==> src/rtl/core/csvspi_pkg.sv <==
`timescale 1ns / 1ps
// ----------------------------------------------------------------------------
// csvspi_pkg
// Shared types and constants of the CSV separator position indexer.
// ----------------------------------------------------------------------------
package csvspi_pkg;

    // Default sizes
    localparam int POSITION_BITS_DEFAULT    = 32;
    localparam int FIELD_COUNT_BITS_DEFAULT = 16;
    localparam int QUEUE_DEPTH_DEFAULT      = 4;

    // Fixed result field widths
    localparam int POS_OUT_BITS   = 32;
    localparam int ROW_BITS       = 32;
    localparam int FIELD_OUT_BITS = 16;
    localparam int SKIP_BITS      = 16;

    // Character codes
    localparam logic [7:0] CH_LF  = 8'd10;
    localparam logic [7:0] CH_CR  = 8'd13;
    localparam logic [7:0] CH_NUL = 8'd0;
    localparam logic [7:0] CH_COMMA = 8'd44;

    // Configuration register indexes
    localparam logic [1:0] CFG_SEPARATOR = 2'd0;
    localparam logic [1:0] CFG_COMMENT   = 2'd1;
    localparam logic [1:0] CFG_SKIP      = 2'd2;

    // Parser phase
    typedef enum logic [2:0] {
        PH_SKIP,
        PH_LINE_START,
        PH_COMMENT,
        PH_IN_ROW,
        PH_GAP,
        PH_DONE
    } phase_t;

    // Mark kinds
    typedef enum logic [1:0] {
        MARK_ROW_START,
        MARK_SEPARATOR,
        MARK_ROW_END
    } mark_kind_t;

    // Input request
    typedef struct packed {
        logic [7:0] data_byte;
        logic       end_of_file;
    } in_t;

    // Output request
    typedef struct packed {
        logic [POS_OUT_BITS-1:0]   position;
        mark_kind_t                mark_kind;
        logic [ROW_BITS-1:0]       row_index;
        logic [FIELD_OUT_BITS-1:0] field_index;
        logic                      last_of_run;
    } out_t;

    // One mark as queued
    typedef struct packed {
        logic [POS_OUT_BITS-1:0]   position;
        mark_kind_t                mark_kind;
        logic [ROW_BITS-1:0]       row_index;
        logic [FIELD_OUT_BITS-1:0] field_index;
    } mark_t;

    // Queue entry: the marks caused by one input byte
    typedef struct packed {
        logic  two;
        mark_t m0;
        mark_t m1;
    } entry_t;

endpackage

==> src/rtl/core/csv_separator_position_indexer.sv <==
`timescale 1ns / 1ps
// ----------------------------------------------------------------------------
// csv_separator_position_indexer
// Indexes row starts, separators and row ends of a CSV byte stream.
//
//   Port group   Dir  Handshake         Request
//   in_*         in   in_valid/in_stall  one byte or end of file
//   out_*        out  out_valid/out_stall one mark (row start/sep/row end)
//   cfg_*        in   cfg_write          register write, no read-back
//
// One byte is classified per cycle; a request is taken every cycle while the
// entry queue has room. Each byte yields up to two marks, sent one per cycle
// from the output register unless stalled, so mark-heavy input is limited by
// the output. Each mark is queued and then registered. Reset is asynchronous
// and needs no clearing pass. Either side may stall; the queue decouples them.
// ----------------------------------------------------------------------------
module csv_separator_position_indexer
    import csvspi_pkg::*;
#(
    parameter int POSITION_BITS    = POSITION_BITS_DEFAULT,
    parameter int FIELD_COUNT_BITS = FIELD_COUNT_BITS_DEFAULT,
    parameter int QUEUE_DEPTH      = QUEUE_DEPTH_DEFAULT
)
(
    input  logic        clk,
    input  logic        rst_n,
    input  logic        in_valid,
    output logic        in_stall,
    input  in_t         in_data,
    output logic        out_valid,
    input  logic        out_stall,
    output out_t        out_data,
    input  logic        cfg_write,
    input  logic [1:0]  cfg_index,
    input  logic [15:0] cfg_data
);

    logic   q_push, q_pop, q_full, q_empty;
    entry_t q_entry, q_head;

    // Classifier
    csvspi_front #(
        .POSITION_BITS    (POSITION_BITS),
        .FIELD_COUNT_BITS (FIELD_COUNT_BITS)
    ) u_front (
        .clk       (clk),
        .rst_n     (rst_n),
        .in_valid  (in_valid),
        .in_stall  (in_stall),
        .in_data   (in_data),
        .cfg_write (cfg_write),
        .cfg_index (cfg_index),
        .cfg_data  (cfg_data),
        .q_full    (q_full),
        .q_push    (q_push),
        .q_entry   (q_entry)
    );

    // Entry queue
    csvspi_queue #(
        .DEPTH (QUEUE_DEPTH)
    ) u_queue (
        .clk        (clk),
        .rst_n      (rst_n),
        .push       (q_push),
        .push_entry (q_entry),
        .pop        (q_pop),
        .head       (q_head),
        .full       (q_full),
        .empty      (q_empty)
    );

    // Mark output
    csvspi_back u_back (
        .clk       (clk),
        .rst_n     (rst_n),
        .head      (q_head),
        .empty     (q_empty),
        .pop       (q_pop),
        .out_valid (out_valid),
        .out_stall (out_stall),
        .out_data  (out_data)
    );

endmodule

==> src/rtl/core/csvspi_front.sv <==
`timescale 1ns / 1ps
// ----------------------------------------------------------------------------
// csvspi_front
// Classifies each byte, tracks phase and counters, and builds mark entries.
// ----------------------------------------------------------------------------
module csvspi_front
    import csvspi_pkg::*;
#(
    parameter int POSITION_BITS    = POSITION_BITS_DEFAULT,
    parameter int FIELD_COUNT_BITS = FIELD_COUNT_BITS_DEFAULT
)
(
    input  logic        clk,
    input  logic        rst_n,
    input  logic        in_valid,
    output logic        in_stall,
    input  in_t         in_data,
    input  logic        cfg_write,
    input  logic [1:0]  cfg_index,
    input  logic [15:0] cfg_data,
    input  logic        q_full,
    output logic        q_push,
    output entry_t      q_entry
);

    // Configuration and state registers
    logic [7:0]                  separator_reg;
    logic [7:0]                  comment_reg;
    logic [SKIP_BITS-1:0]        skip_lines_reg;
    phase_t                      phase_reg, phase_next;
    logic [POSITION_BITS-1:0]    byte_pos_reg, byte_pos_next;
    logic [SKIP_BITS-1:0]        skipped_reg, skipped_next;
    logic [ROW_BITS-1:0]         row_reg, row_next;
    logic [FIELD_COUNT_BITS-1:0] marks_reg, marks_next;

    logic                        accept;
    phase_t                      eff_phase;
    logic [7:0]                  b;
    logic                        eof;
    logic                        nl;
    logic                        is_sep;
    logic                        is_cmt;
    logic [SKIP_BITS-1:0]        skipped_inc;
    logic [1:0]                  n_marks;
    mark_kind_t                  kind0, kind1;
    logic [FIELD_COUNT_BITS-1:0] marks_p1, marks_p2;
    logic [POSITION_BITS+POS_OUT_BITS-1:0]     pos_ext;
    logic [FIELD_COUNT_BITS+FIELD_OUT_BITS-1:0] f0_ext, f1_ext;

    assign in_stall = q_full;
    assign accept   = in_valid && !q_full;
    assign b        = in_data.data_byte;
    assign eof      = in_data.end_of_file;
    assign nl       = (b == CH_LF) || (b == CH_CR);
    assign is_sep   = (b == separator_reg);
    assign is_cmt   = (comment_reg != CH_NUL) && (b == comment_reg);
    assign skipped_inc = skipped_reg + SKIP_BITS'(1);

    // Header skipping ends as soon as the count is reached
    assign eff_phase = (phase_reg == PH_SKIP && skipped_reg >= skip_lines_reg)
                       ? PH_LINE_START : phase_reg;

    // Next phase
    always_comb
    begin
        phase_next   = eff_phase;
        skipped_next = skipped_reg;
        if (eof)
        begin
            phase_next = PH_DONE;
        end
        else
        begin
            unique case (eff_phase)
                PH_SKIP:
                begin
                    if (b == CH_LF)
                    begin
                        skipped_next = skipped_inc;
                        if (skipped_inc >= skip_lines_reg)
                            phase_next = PH_LINE_START;
                    end
                end
                PH_COMMENT:
                begin
                    if (b == CH_LF)
                        phase_next = PH_LINE_START;
                end
                PH_IN_ROW:
                begin
                    if (nl)
                        phase_next = PH_GAP;
                end
                PH_LINE_START, PH_GAP:
                begin
                    if (eff_phase == PH_LINE_START && is_cmt)
                        phase_next = (b == CH_LF) ? PH_LINE_START : PH_COMMENT;
                    else if (eff_phase == PH_GAP && nl)
                        phase_next = PH_GAP;
                    else
                        phase_next = nl ? PH_GAP : PH_IN_ROW;
                end
                PH_DONE:
                begin
                    phase_next = PH_DONE;
                end
                default:
                begin
                    phase_next = eff_phase;
                end
            endcase
        end
    end

    // Marks caused by this byte
    always_comb
    begin
        n_marks = 2'd0;
        kind0   = MARK_ROW_START;
        kind1   = MARK_ROW_END;
        if (eof)
        begin
            if (eff_phase == PH_IN_ROW)
            begin
                n_marks = 2'd1;
                kind0   = MARK_ROW_END;
            end
        end
        else
        begin
            unique case (eff_phase)
                PH_IN_ROW:
                begin
                    if (nl)
                    begin
                        n_marks = 2'd1;
                        kind0   = MARK_ROW_END;
                    end
                    else if (is_sep)
                    begin
                        n_marks = 2'd1;
                        kind0   = MARK_SEPARATOR;
                    end
                end
                PH_LINE_START, PH_GAP:
                begin
                    if (!(eff_phase == PH_LINE_START && is_cmt) &&
                        !(eff_phase == PH_GAP && nl))
                    begin
                        kind0 = MARK_ROW_START;
                        if (nl)
                        begin
                            n_marks = 2'd2;
                            kind1   = MARK_ROW_END;
                        end
                        else if (is_sep)
                        begin
                            n_marks = 2'd2;
                            kind1   = MARK_SEPARATOR;
                        end
                        else
                        begin
                            n_marks = 2'd1;
                        end
                    end
                end
                PH_SKIP, PH_COMMENT, PH_DONE:
                begin
                    n_marks = 2'd0;
                end
                default:
                begin
                    n_marks = 2'd0;
                end
            endcase
        end
    end

    // Saturating mark counts
    assign marks_p1 = (&marks_reg) ? marks_reg : marks_reg + FIELD_COUNT_BITS'(1);
    assign marks_p2 = (&marks_p1) ? marks_p1 : marks_p1 + FIELD_COUNT_BITS'(1);

    // Counter updates
    always_comb
    begin
        byte_pos_next = byte_pos_reg;
        row_next      = row_reg;
        marks_next    = marks_reg;
        if (!eof && eff_phase != PH_DONE && !(&byte_pos_reg))
            byte_pos_next = byte_pos_reg + POSITION_BITS'(1);
        if ((n_marks == 2'd1 && kind0 == MARK_ROW_END) ||
            (n_marks == 2'd2 && kind1 == MARK_ROW_END))
        begin
            marks_next = '0;
            if (!(&row_reg))
                row_next = row_reg + ROW_BITS'(1);
        end
        else if (n_marks == 2'd1)
            marks_next = marks_p1;
        else if (n_marks == 2'd2)
            marks_next = marks_p2;
    end

    // Entry assembly
    assign pos_ext = {{POS_OUT_BITS{1'b0}}, byte_pos_reg};
    assign f0_ext  = {{FIELD_OUT_BITS{1'b0}}, marks_reg};
    assign f1_ext  = {{FIELD_OUT_BITS{1'b0}}, marks_p1};

    always_comb
    begin
        q_entry.two            = (n_marks == 2'd2);
        q_entry.m0.position    = pos_ext[POS_OUT_BITS-1:0];
        q_entry.m0.mark_kind   = kind0;
        q_entry.m0.row_index   = row_reg;
        q_entry.m0.field_index = f0_ext[FIELD_OUT_BITS-1:0];
        q_entry.m1.position    = pos_ext[POS_OUT_BITS-1:0];
        q_entry.m1.mark_kind   = kind1;
        q_entry.m1.row_index   = row_reg;
        q_entry.m1.field_index = f1_ext[FIELD_OUT_BITS-1:0];
    end

    assign q_push = accept && (n_marks != 2'd0);

    // Configuration registers
    always_ff @(posedge clk or negedge rst_n)
    begin
        if (!rst_n)
        begin
            separator_reg  <= CH_COMMA;
            comment_reg    <= CH_NUL;
            skip_lines_reg <= '0;
        end
        else if (cfg_write)
        begin
            case (cfg_index)
                CFG_SEPARATOR: separator_reg  <= cfg_data[7:0];
                CFG_COMMENT:   comment_reg    <= cfg_data[7:0];
                CFG_SKIP:      skip_lines_reg <= cfg_data[SKIP_BITS-1:0];
                default:       ;
            endcase
        end
    end

    // Parser state
    always_ff @(posedge clk or negedge rst_n)
    begin
        if (!rst_n)
        begin
            phase_reg    <= PH_SKIP;
            byte_pos_reg <= '0;
            skipped_reg  <= '0;
            row_reg      <= '0;
            marks_reg    <= '0;
        end
        else if (accept && phase_reg != PH_DONE)
        begin
            phase_reg    <= phase_next;
            byte_pos_reg <= byte_pos_next;
            skipped_reg  <= skipped_next;
            row_reg      <= row_next;
            marks_reg    <= marks_next;
        end
    end

endmodule

==> src/rtl/core/csvspi_queue.sv <==
`timescale 1ns / 1ps
// ----------------------------------------------------------------------------
// csvspi_queue
// Small FIFO of mark entries between the classifier and the output side.
// ----------------------------------------------------------------------------
module csvspi_queue
    import csvspi_pkg::*;
#(
    parameter int DEPTH = QUEUE_DEPTH_DEFAULT
)
(
    input  logic   clk,
    input  logic   rst_n,
    input  logic   push,
    input  entry_t push_entry,
    input  logic   pop,
    output entry_t head,
    output logic   full,
    output logic   empty
);

    localparam int PTR_BITS = (DEPTH > 1) ? $clog2(DEPTH) : 1;
    localparam int CNT_BITS = $clog2(DEPTH + 1);
    localparam logic [PTR_BITS-1:0] LAST_PTR = PTR_BITS'(DEPTH - 1);

    entry_t                slots [DEPTH];
    logic [PTR_BITS-1:0]   wr_ptr_reg, rd_ptr_reg;
    logic [CNT_BITS-1:0]   count_reg, count_next;
    logic                  do_push, do_pop;

    assign full    = (count_reg == CNT_BITS'(DEPTH));
    assign empty   = (count_reg == '0);
    assign do_push = push && !full;
    assign do_pop  = pop && !empty;
    assign head    = slots[rd_ptr_reg];

    // Occupancy
    always_comb
    begin
        count_next = count_reg;
        if (do_push && !do_pop)
            count_next = count_reg + CNT_BITS'(1);
        else if (do_pop && !do_push)
            count_next = count_reg - CNT_BITS'(1);
    end

    // Pointers
    always_ff @(posedge clk or negedge rst_n)
    begin
        if (!rst_n)
        begin
            wr_ptr_reg <= '0;
            rd_ptr_reg <= '0;
            count_reg  <= '0;
        end
        else
        begin
            count_reg <= count_next;
            if (do_push)
                wr_ptr_reg <= (wr_ptr_reg == LAST_PTR) ? '0 : wr_ptr_reg + PTR_BITS'(1);
            if (do_pop)
                rd_ptr_reg <= (rd_ptr_reg == LAST_PTR) ? '0 : rd_ptr_reg + PTR_BITS'(1);
        end
    end

    // Entry storage
    always_ff @(posedge clk)
    begin
        if (do_push)
            slots[wr_ptr_reg] <= push_entry;
    end

endmodule

==> src/rtl/core/csvspi_back.sv <==
`timescale 1ns / 1ps
// ----------------------------------------------------------------------------
// csvspi_back
// Splits queued entries into single marks and drives the output register.
// ----------------------------------------------------------------------------
module csvspi_back
    import csvspi_pkg::*;
(
    input  logic   clk,
    input  logic   rst_n,
    input  entry_t head,
    input  logic   empty,
    output logic   pop,
    output logic   out_valid,
    input  logic   out_stall,
    output out_t   out_data
);

    logic   out_valid_reg;
    out_t   out_data_reg, out_data_next;
    logic   sel_reg;
    logic   load;
    mark_t  cur;

    // Output register is free when empty or being taken
    assign load = !empty && (!out_valid_reg || !out_stall);
    assign pop  = load && (sel_reg || !head.two);
    assign cur  = sel_reg ? head.m1 : head.m0;

    always_comb
    begin
        out_data_next.position    = cur.position;
        out_data_next.mark_kind   = cur.mark_kind;
        out_data_next.row_index   = cur.row_index;
        out_data_next.field_index = cur.field_index;
        out_data_next.last_of_run = sel_reg || !head.two;
    end

    // Handshake and mark select
    always_ff @(posedge clk or negedge rst_n)
    begin
        if (!rst_n)
        begin
            out_valid_reg <= 1'b0;
            sel_reg       <= 1'b0;
        end
        else
        begin
            if (load)
                out_valid_reg <= 1'b1;
            else if (!out_stall)
                out_valid_reg <= 1'b0;
            if (load)
                sel_reg <= !pop;
        end
    end

    // Payload
    always_ff @(posedge clk)
    begin
        if (load)
            out_data_reg <= out_data_next;
    end

    assign out_valid = out_valid_reg;
    assign out_data  = out_data_reg;

endmodule

==> config.mk <==
export PLATFORM = sky130hd
export DESIGN_NAME = csv_separator_position_indexer
export DESIGN_NICKNAME = d
export VERILOG_FILES = /design/src/rtl/core/csvspi_pkg.sv /design/src/rtl/core/csv_separator_position_indexer.sv /design/src/rtl/core/csvspi_front.sv /design/src/rtl/core/csvspi_queue.sv /design/src/rtl/core/csvspi_back.sv
export SDC_FILE = /design/constraint.sdc
export NUM_CORES = 1
export LEC_CHECK = 0
export CAP_MARGIN = 15
export CORE_ASPECT_RATIO = 1.2
export CORE_MARGIN = 1
export CORE_UTILIZATION = 55
export DETAILED_ROUTE_END_ITERATION = 10
export DONT_BUFFER_PORTS = 1
export PLACE_DENSITY = 0.8
export RECOVER_POWER = 100
export SYNTH_ARGS = -nofsm -noshare
export SYNTH_HDL_FRONTEND = slang
export SYNTH_HIERARCHICAL = 1
export SYNTH_SLANG_ARGS = --single-unit
==> constraint.sdc <==
create_clock -name clk -period 8.1 [get_ports clk]
set_input_delay 0.405 -clock clk [delete_from_list [all_inputs] [get_ports clk]]
set_output_delay 0.405 -clock clk [all_outputs]
set_load 0.01 [all_outputs]
# After elaboration in Yosys (flattened, before gate mapping)
# Memory sizes are Yosys's and may differ from the RTL's.
# Cells that the tools add are included.
# word_totals
ramBits,660
register_bits,223
inputBits,32
memories,1
wordCells,149
out_inout_bits,85
# mem_list
memory,words,width,rd,rd_ports_with_merged_regs,write_ports,line_no,source
u_queue.slots,4,165,1,0,1,csvspi_queue.sv:26,entry_t slots [DEPTH];
# classes
n_eq_ne,21
n_reduce_logical,54
magnitude_cmp,2
bitwise,2
add_sub_neg,9
n_mux,42
# ops
op,count
2-to-1 mux 82 bit,1
2-to-1 mux 16 bit,5
"adder 32 x 1 -> 32 bit, second input constant",2
AND reduction 32 bit,2
"adder 16 x 1 -> 16 bit, second input constant",3
2-to-1 mux 2 bit,17
2-to-1 mux 3 bit,11
greater-or-equal comparator 16 bit,2
AND reduction 16 bit,2
logical AND 1 bit,18
"equality test 8 x 4 -> 1 bit, second input constant",2
equality test 8 bit,2
one-hot mux 3 bit (5 select lines),1
"equality test 2 bit, second input constant",6
zero test 1 bit,12
AND reduction 2 bit,5
"equality test 3 bit, second input constant",3
zero test 3 bit,3
nonzero test 8 bit,1
"equality test 3 x 2 -> 1 bit, second input constant",2
2-to-1 mux 1 bit,6
"inequality test 3 bit, second input constant",2
"adder 2 x 1 -> 2 bit, second input constant",2
"equality test 2 x 1 -> 1 bit, second input constant",2
other kinds (13),18

# Depth between registers and ports, before layout
# logic_depth
ltp_word,17
mapped_depth,20
depth_no_buf,19

# Cells and area by module
# Netlist, hierarchy kept.
# modules_own_cells
mod,n_inst,area_each_um2,seq_area_each_um2,cells_per_inst
csvspi_queue,1,24255.8,19994.2,899
csvspi_front,1,8620.8,3281.9,882
csvspi_back,1,3811.2,2542.4,183

# Least setup slack after synthesis
# No wires, ideal clock.
# synth_path
path_kind,register to register
start,reg u_front.skipped_reg[13]
end,"mem u_queue/slots[0][0] in the netlist's numbering, enable pin"
arrival_ns,6.327
path_buffers,1
path_stages_with_launch,15
t_required_ns,7.555
setup_slack_ns,1.228
setup_ns,0.545
synth_period_minus_slack_ns,6.872
cell_sequence,dfrtp_1 -> ha_1 -> nand4_1 -> nor4_1 -> o31ai_1 -> and4b_1 -> nand2b_1 -> nor2_1 -> a21o_1 -> inv_1 -> ha_1 -> nor2_1 -> nor2b_1 -> buf_2 -> and2_1
# synth_between
elab_chain_len,15
word_cells_on_any_way,21
classes_between,order compare (1); eq/ne (3); mux (7); reduce/logical (10)
# synth_rtl
item,line_no,source
start: declaration,csvspi_front.sv:32,"logic [SKIP_BITS-1:0] skipped_reg, skipped_next;"
start signal: assignment,csvspi_front.sv:259,skipped_reg <= skipped_next;
greater-or-equal comparator 16 bit *,csvspi_front.sv:60,assign eff_phase = (phase_reg == PH_SKIP && skipped_reg >= skip_lines_reg)
logical AND 1 bit *,csvspi_front.sv:60,
2-to-1 mux 3 bit *,csvspi_front.sv:61,? PH_LINE_START : phase_reg;
equality test 3 x 1 -> 1 bit or equality test 3 bit (tied branches),"csvspi_front.sv:131, csvspi_front.sv:147, csvspi_front.sv:148",
logical AND 1 bit (on tied branches),"csvspi_front.sv:147, csvspi_front.sv:148",
zero test 1 bit (on tied branches),"csvspi_front.sv:147, csvspi_front.sv:148",
logical AND 1 bit,csvspi_front.sv:147,if (!(eff_phase == PH_LINE_START && is_cmt) &&
2-to-1 mux 2 bit,csvspi_front.sv:147,
one-hot mux 2 bit (2 select lines),csvspi_front.sv:131,unique case (eff_phase)
2-to-1 mux 2 bit *,csvspi_front.sv:121,if (eof)
nonzero test 2 bit *,csvspi_front.sv:222,assign q_push = accept && (n_marks != 2'd0);
logical AND 1 bit *,csvspi_front.sv:222,
via q_push,csv_separator_position_indexer.sv:38,"logic q_push, q_pop, q_full, q_empty;"
logical AND 1 bit *,csvspi_queue.sv:33,assign do_push = push && !full;
via u_queue.do_push,csvspi_queue.sv:29,"logic do_push, do_pop;"
2-to-1 mux 1 bit *,csvspi_queue.sv:69,if (do_push)
2-to-1 mux 1 bit (not written as such) *,csvspi_queue.sv:70,slots[wr_ptr_reg] <= push_entry;
end: declaration,csvspi_queue.sv:26,
# Mark *: on every way through the listed nets, which the timed path passes. The rest lies on a longest branch.

==> run metrics <==
#FFs+latches synth 883; Syn-to-layout area delta 7.83%; # port buffers 0; FF-to-FF path depth 3; # setup viols final 0; Hold WC Path Type in2reg; die width roughly 240 um; Total Routing Usage GR approximately 20%; largest net degree at the start of global routing around 170; Power Density between 200 and 300 mW/mm2; DP Wirelength 37600 um; antenna cells 0; Synth Area per Inst between 15 and 20 um2; # Max-Cap Violations 9; FF-to-FF Start u_queue/rd_ptr_reg[1]; required time of the critical path between 8 and 9 ns; core area around 0.066 mm2; Nets approximately 2000; Initial Utilization approximately 56%; Num CTS Buffers 84; CP Capture Point u_back/out_data[61]; Slew Viols, Final about 630; fmax approximately 160 MHz; die area about 0.068 mm2; global-route wire length before repair between 100000 and 150000 um; Die Ht around 280 um; fin crit share 77.1%; global route overflow 0; status finished with violations; crit path launch type flop; relative slew slack -149%; CP endpoint kind flop; Initial DRC Count 1235; Worst R2R End u_back/out_data[61]; failing checks max-capacitance violations, max-slew violations; clock-pin slew on the worst setup and hold paths about 0.060 ns; register area share after synthesis between 70% and 80%; vias about 17000; initial antenna violation count 0; via/cell ratio about 6; Total Neg Setup Slack 0 ns; crit path DAT 6.58 ns; H-Tree Depth 3; # clock sinks ~880; clock skew around 0.022 ns; residual DRC count 0; Critical Path Start u_queue/rd_ptr_reg[1]; Post-synth EDFFs roughly 740; clk root buf clkbuf_16; Pleak between 10 and 15 nW; Max clock buf depth 3; synthesized area about 0.037 mm2; post-route ant nets 0; layout cells sized above 1 18.6%; Post-Route WL between 60000 and 70000 um; Async S/R FF share, synth between 10% and 20%; main flop type after synthesis edfxtp_1; critical path peak fanout 59; Syn Inst Count approximately 2000; Rows 103; placed cell area about 0.037 mm2; vias in the first global route about 18000; Avg WL per Cell approximately 23 um; Max VDD drop 0.000356 V; max reg flops 660; final instance area between 0.03 and 0.04 mm2; Yosys top cell by area edfxtp_1; r2r setup slk roughly 1.9 ns; Clk Latency, worst-skew pair 0.63 ns; Distinct cells, synth 82; post-synthesis net count approximately 2000; worst-margin pin slew about 3.7 ns; DR pass1 iterations 5; most frequent cells after synthesis edfxtp_1 (743), mux4_2 (165), dfrtp_1 (137); top post-synthesis cells by area edfxtp_1 (61%), mux4_2 (10%), dfrtp_1 (9.3%); I/O Pins roughly 120; most frequent cell after synthesis edfxtp_1; CTS tree built; routability cong. 0.871; final hold violation count 0; RSZ-0062 raised after global routing no; Ys Warns 6; WS Path Type reg2reg; share of the synthesized area in the top cell type roughly three fifths; Tmin final roughly 6.2 ns
cells by family after synthesis:
group | share of synthesized area (%)
compound gates | 2.46
xor+xnor | 2.89
buf+inv | 3.26
flops | 70.4
simple gates | 4.81
mux | 14.6
fa+ha+maj | 1.62
per-layer routing:
metal  track usage, %  wire length [um]  up-vias
met5                0                 0        -
met4             6.05              1440        0
met3             3.52              3570      108
met2             34.5             34700      552
met1             25.7             27000     9103
li1                 -                 -     7660
repair_timing:
action	CTS	global route
hold endpoints to repair	173	0
hold buffers	19	0
gates resized for setup	0	0
buffers inserted	0	0
metrics by stage:
stage	cells	power (mW)	setup slack (ns)	hold slack, ns	utilization (%)
5_1_grt	2906	12.0	1.44	0.0993	60.1
3_5_place_dp	2729	7.92	2.88	0.122	56.1
4_1_cts	2904	11.8	2.85	0.0684	60.6
2_1_floorplan	1964	7.50	1.23	0.109	-
6_report	2906	11.6	1.86	0.109	60.1
3_3_place_gp	2729	7.86	3.02	0.122	56.1
how the worst min path moves through the flow:
stage          slack [ns]  depth (start not counted)         start                  endpoint
2_1_floorplan        0.11                          0         rst_n          u_back/out_valid
3_3_place_gp         0.12                          0         rst_n     u_front/marks_reg[13]
3_5_place_dp         0.12                          0         rst_n     u_front/marks_reg[13]
4_1_cts              0.07                          3    in_data[0]      u_front/phase_reg[0]
5_1_grt               0.1                          2  cfg_index[0]  u_front/separator_reg[0]
6_report             0.11                          2  cfg_index[0]  u_front/separator_reg[0]
layout make-up:
type	count	area [um2]
inverter	50	188
sequential	883	25800
clock buffer	110	2290
multi-input combinational	891	9390
tap	892	1120
clock inverter	46	439
timing repair buffer	34	307
fill	4491	26300
power breakdown:
group | internal [mW] | total [mW] | switching (mW) | leakage [nW]
combinational | 0.948 | 1.91 | 0.966 | 3.69
sequential | 5.39 | 5.84 | 0.452 | 9.13
clock | 2.21 | 3.84 | 1.64 | 1.33
total | 8.54 | 11.6 | 3.05 | 14.1
placed cells by master (no fill, tap or decap), types with 12 or more instances in the layout:
cell type,n
o21ai_0,12
edfxtp_1,743
ha_1,46
dlygate4sd3_1,18
mux4_2,165
a21oi_1,26
nor4_1,14
clkbuf_1,27
mux2_2,46
xor2_1,45
mux2_1,74
clkinv_2,18
xnor2_1,76
nand3_1,39
clkbuf_16,87
nor3_1,25
dfrtp_1,135
nor2_1,41
nand2_1,73
and3_1,26
nand4_1,34
inv_1,50
worst max-delay path: stages (launching register included):
cell      delay (ns)
dfrtp_1         2.26
clkbuf_1        2.74
mux4_2          0.51
mux2_1          0.40
(Power assumes the default switching activity.)
